`src/rtl/sbf_pkg.sv`:
```
// Shared constants and types for the spring / bungee force block.
// No dependencies; compiled first.
`timescale 1ns / 1ps
package sbf_pkg;
	localparam int DATA_W          = 32;   // port width of coordinates and forces
	localparam int CFG_W           = 31;   // width of the two registers
	localparam int CFG_IDX_W       = 1;
	localparam int FRAC_BITS       = 16;
	localparam int QUO_BITS        = 33;   // quotient bits kept before clipping
	localparam int COORD_BITS_DEF  = 32;
	localparam int QUEUE_DEPTH     = 4;

	localparam logic [CFG_IDX_W-1:0] REG_REST_LENGTH = 1'b0;
	localparam logic [CFG_IDX_W-1:0] REG_STIFFNESS   = 1'b1;

	localparam logic OP_SPRING = 1'b0;
	localparam logic OP_BUNGEE = 1'b1;

	typedef struct packed {
		logic       applied;
		logic       zf;      // all force components forced to zero
		logic [2:0] neg;     // component of d is negative
	} sbf_flags_t;
endpackage

```
`src/rtl/sbf_queue.sv`:
```
// Small FIFO between front and back end.
// Depends on sbf_pkg.
`timescale 1ns / 1ps
module sbf_queue #(
	parameter int W = 8
) (
	input  logic         clk,
	input  logic         arst_n,
	input  logic         push,
	input  logic [W-1:0] wdata,
	output logic         full,
	input  logic         pop,
	output logic [W-1:0] rdata,
	output logic         nempty
);
	import sbf_pkg::*;

	localparam int AW = $clog2(QUEUE_DEPTH);

	logic [W-1:0]  mem_q [QUEUE_DEPTH];
	logic [AW-1:0] wp_q, rp_q;
	logic [AW:0]   cnt_q;

	assign full   = cnt_q == (AW+1)'(QUEUE_DEPTH);
	assign nempty = cnt_q != '0;
	assign rdata  = mem_q[rp_q];

	always_ff @(posedge clk) begin
		if (push) begin
			mem_q[wp_q] <= wdata;
		end
	end

	always_ff @(posedge clk or negedge arst_n) begin
		if (!arst_n) begin
			wp_q  <= '0;
			rp_q  <= '0;
			cnt_q <= '0;
		end else begin
			if (push) wp_q <= wp_q + 1'b1;
			if (pop)  rp_q <= rp_q + 1'b1;
			if (push && !pop) cnt_q <= cnt_q + 1'b1;
			else if (pop && !push) cnt_q <= cnt_q - 1'b1;
		end
	end
endmodule

```
`config.mk`:
```
export PLATFORM = sky130hd
export DESIGN_NAME = sbf_queue
export DESIGN_NICKNAME = d
export VERILOG_FILES = /design/src/rtl/sbf_pkg.sv /design/src/rtl/sbf_queue.sv
export SDC_FILE = /design/constraint.sdc
export NUM_CORES = 1
export LEC_CHECK = 0
export BUFFER_PORTS_ARGS = -buffer_cell sky130_fd_sc_hd__buf_2
export CAP_MARGIN = 40
export CORE_ASPECT_RATIO = 1.2
export CORE_UTILIZATION = 45
export CTS_BUF_LIST = sky130_fd_sc_hd__clkbuf_8
export CTS_CLUSTER_SIZE = 14
export DETAILED_ROUTE_END_ITERATION = 6
export GPL_TIMING_DRIVEN = 0
export PLACE_DENSITY = 0.74
export SETUP_SLACK_MARGIN = 0.1
export SLEW_MARGIN = 20
export SYNTH_ARGS = -nofsm -noshare
export SYNTH_HDL_FRONTEND = slang
export SYNTH_SLANG_ARGS = --single-unit
```
`constraint.sdc`:
```
create_clock -name clk -period 1.6 [get_ports clk]
set_input_delay 0.32 -clock clk [delete_from_list [all_inputs] [get_ports clk]]
set_output_delay 0.32 -clock clk [all_outputs]
set_load 0.02 [all_outputs]
```
==> summary.txt <==
Routing
  • DR WL/cell: roughly 16 um
  • Post-Route WL: approximately 2300 um
  • First DRT Iteration DRCs: 10
  • Vias per cell: between 5 and 6
  • Total number of vias: 755
  • Post-route DRC: 0
  • 1st-pass router iterations: 4
  • Post-route ant nets: 0

Clock tree
  • Cts bufs inserted: 5
  • Worst-Skew Late Latency: 0.28 ns
  • Worst-path clk slew: approximately 0.070 ns
  • CTS tree: yes
  • Root buffer cell: clkbuf_8
  • Max H-tree Level: 2
  • Max Root-Sink Buffers: 2
  • CTS sink count: 39

Global route
  • Total track usage: 13.9%
  • Met2 usage: about 22%
  • Largest net degree at the start of global routing: 13
  • Grt met1 use: 17.0%
  • First-pass GRT wire length: 3590 um
  • M3 GR Usage: 4.50%
  • Busiest grt layer: met2
  • Vias in the first global route: around 750
  • Initial antenna violation count: 0
  • Total grt overflow: 0

Timing
  • Final Cycle Share: 112%
  • Final Max Slew Viols: 0
  • RSZ-0062 raised after global routing: yes
  • TNS Setup: -1.46 ns
  • Max Clock Freq: roughly 560 MHz
  • Final Critical Period: 1.79 ns
  • Count of final setup violators: 8
  • Slew margin rel.: 70.9%
  • Slew @ Worst Pin: between 0.4 and 0.5 ns
  • Final Worst Setup Slack: -0.195 ns
  • Final Hold Violating Endpoints: 0
  • Fin Clk Skew: 0.00588 ns

Yosys
  • Cells after Synth: between 70 and 80
  • Post-synth EDFFs: 32
  • Yosys Warn Count: 0
  • Post-synth ARST share: approximately 18%
  • Post-synth top cells: 32 x edfxtp_1, 8 x mux4_2, 7 x dfrtp_1
  • Most common cell in the synthesized netlist: edfxtp_1
  • Multiplexer area fraction after synthesis: 12.4%
  • Post-synthesis simple-gate area fraction: around 3.2%
  • Synthesized area: about 0.0015 mm^2
  • XOR/XNOR Fraction of Synth Area: ~3.4%
  • Yosys cell types: 17
  • Fraction of the mapped netlist area in compound gates: less than 1%
  • Adder-Cell Fraction of Synth Area: between 5 and 6%
  • Area leader, netlist: edfxtp_1
  • Synth top area share: between 60 and 70%
  • Sequential share of the synthesized area: roughly three quarters
  • Syn_area_per_cell: ~20 um^2
  • Syn_nets: 94
  • Main flop type after synthesis: edfxtp_1
  • Combinational family with the most area after synthesis: multiplexers
  • Top cells by area, synth: edfxtp_1 62%, mux4_2 12%, dfrtp_1 11%, ha_1 4.0%, xor2_1 2.3%
  • FF+latch count, synth: 39

Worst setup path
  • R2r worst-path depth: 3
  • CP Launch Point: rp_q[0]
  • Crit path kind: reg -> out
  • Setup crit end kind: output pin
  • Reg2reg end: mem_q[0][5]
  • Worst EP required: approximately 1.3 ns
  • CP Max Fanout: 9
  • RR Startpoint: wp_q[0]
  • Worst Path Arrival: approximately 1.5 ns
  • Crit start category: flop
  • Internal reg-to-reg setup slack: 0.20 ns

Die
  • I/O pins: 22
  • FP Rows: 22
  • Die extent in y: ~66 um
  • Die width: approximately 56 um
  • Core footprint: between 0.003 and 0.004 mm^2
  • Die Area: ~0.0037 mm^2
  • Initial Util: between 40% and 50%

Final layout
  • Fin area: 0.00184 mm^2
  • P&R area growth vs syn: 19.1%
  • Final nets: ~130
  • Non-Filler Instances: around 150
  • Layout cells sized above 1: 40.4%
  • Diode count: 0
  • Count of filler cells inserted in the layout: ~240

Hold path
  • Hold depth: 1
  • Hold EP: mem_q[0][1]
  • Hold Startpoint: wdata[1]
  • HP Class: in -> reg

Pwr
  • Sequential share of power: between 40% and 50%
  • Clk network pwr share: about a fifth
  • Total power draw: ~3300 uW
  • PD cells: between 1500 and 2000 mW/mm^2
  • Comb pwr share: 35.8%
  • Leakage: between 0.0007 and 0.0008 uW
  • Psw: between 1000 and 1500 uW
  • Sw Share: 31.4%
  • Pint: ~2300 uW
  • VDD IR-drop max: between 1 and 1.5 mV

Job
  • Max-Cap Viols: 0

Outcome
  • Status: finished with violations
  • Failing checks: negative setup slack

Placement
  • Pre-CTS WS: -0.0493 ns
  • Routability cong.: between 0.6 and 0.7
  • Inst Count DP: 133
  • Port bufs: 21
  • Cell Area, Placed: 0.00170 mm^2
logic make-up (layout without fill, tap and decap cells):
group           Yosys count  in the layout
compound gates            1              1
xor+xnor                  6              6
fa+ha+maj                 6              6
buf+inv                   6             39
flops                    39             39
mux                       9              9
simple gates              9              9
placed cells by master (no fill, tap or decap), drive strengths merged:
| master | Yosys | layout |
|---|---|---|
| ha | 5 | 5 |
| or3 | 1 | 1 |
| fa | 1 | 1 |
| mux2 | 1 | 1 |
| nor3b | 1 | 1 |
| buf | 2 | 26 |
| xnor2 | 2 | 2 |
| o21ai | 1 | 1 |
| mux4 | 8 | 8 |
| nand2 | 2 | 2 |
| clkbuf | 0 | 6 |
| clkinv | 0 | 1 |
| nor2 | 1 | 1 |
| and2 | 4 | 4 |
| inv | 4 | 5 |
| xor2 | 4 | 4 |
| dlygate4sd3 | 0 | 1 |
| dfrtp | 7 | 7 |
| edfxtp | 32 | 32 |
flip-flops by register name (all words and copies together) (netlist names):
register,cells
mem_q,32
cnt_q,3
rp_q,2
wp_q,2
final cells by class:
| cell class | count | area (um^2) | area share [%] |
|---|---|---|---|
| Clock inverter | 2 | 8.76 | 0.475 |
| Multi-Input combinational cell | 31 | 389 | 21.1 |
| Inverter | 4 | 15.0 | 0.814 |
| Clock buffer | 6 | 82.6 | 4.48 |
| Tap cell | 36 | 45.0 | 2.44 |
| Timing Repair Buffer | 25 | 148 | 8.01 |
| Sequential cell | 39 | 1140 | 61.6 |
| Buffer | 2 | 20.0 | 1.09 |
repair_timing:
action / in CTS / in global routing
setup buffers: 2 / 1
setup endpoints to repair: 10 / 11
pin swaps: 0 / 5
resized for setup: 3 / 3
hold endpoints to repair: 7 / 0
hold buffers: 1 / 0
critical path: stages (launching register included):
cell and delay [ns]:
dfrtp_1 0.36, buf_8 0.16, mux4_2 0.50, buf_2 0.17
power groups by stage:
| stage | logic, uW | registers (uW) | clock network (uW) |
|---|---|---|---|
| 2_1_floorplan | 820 | 1460 | 0 |
| 3_3_place_gp | 1080 | 1470 | 0 |
| 3_5_place_dp | 1110 | 1500 | 0 |
| 4_1_cts | 1180 | 1470 | 662 |
| 5_1_grt | 1290 | 1500 | 720 |
| 6_report | 1190 | 1480 | 648 |
layer usage:
layer / up-vias / routed length, um
met4: 0 / 45
met5: - / 0
met3: 5 / 73
met2: 14 / 1170
li1: 348 / -
met1: 388 / 993
stage by stage:
| step | hold slack (ns) | utilization (%) |
|---|---|---|
| CTS | 0.248 | 57.7 |
| global placement | 0.161 | 53.7 |
| finish | 0.248 | 58.3 |
| global route | 0.242 | 58.3 |
| floorplan | 0.0244 | - |
| detailed placement | 0.162 | 53.7 |
how the worst max path moves through the flow:
| stage | to | slack, ns | depth (start not counted) |
|---|---|---|---|
| floorplan | cnt_q[2] | 0.20 | 7 |
| CTS | rdata[5] | -0.22 | 3 |
| detailed placement | cnt_q[2] | -0.05 | 7 |
| global route | rdata[6] | -0.26 | 3 |
| finish | rdata[5] | -0.19 | 3 |
| global placement | cnt_q[2] | 0.01 | 7 |
Power figures use the tool's default switching activity.
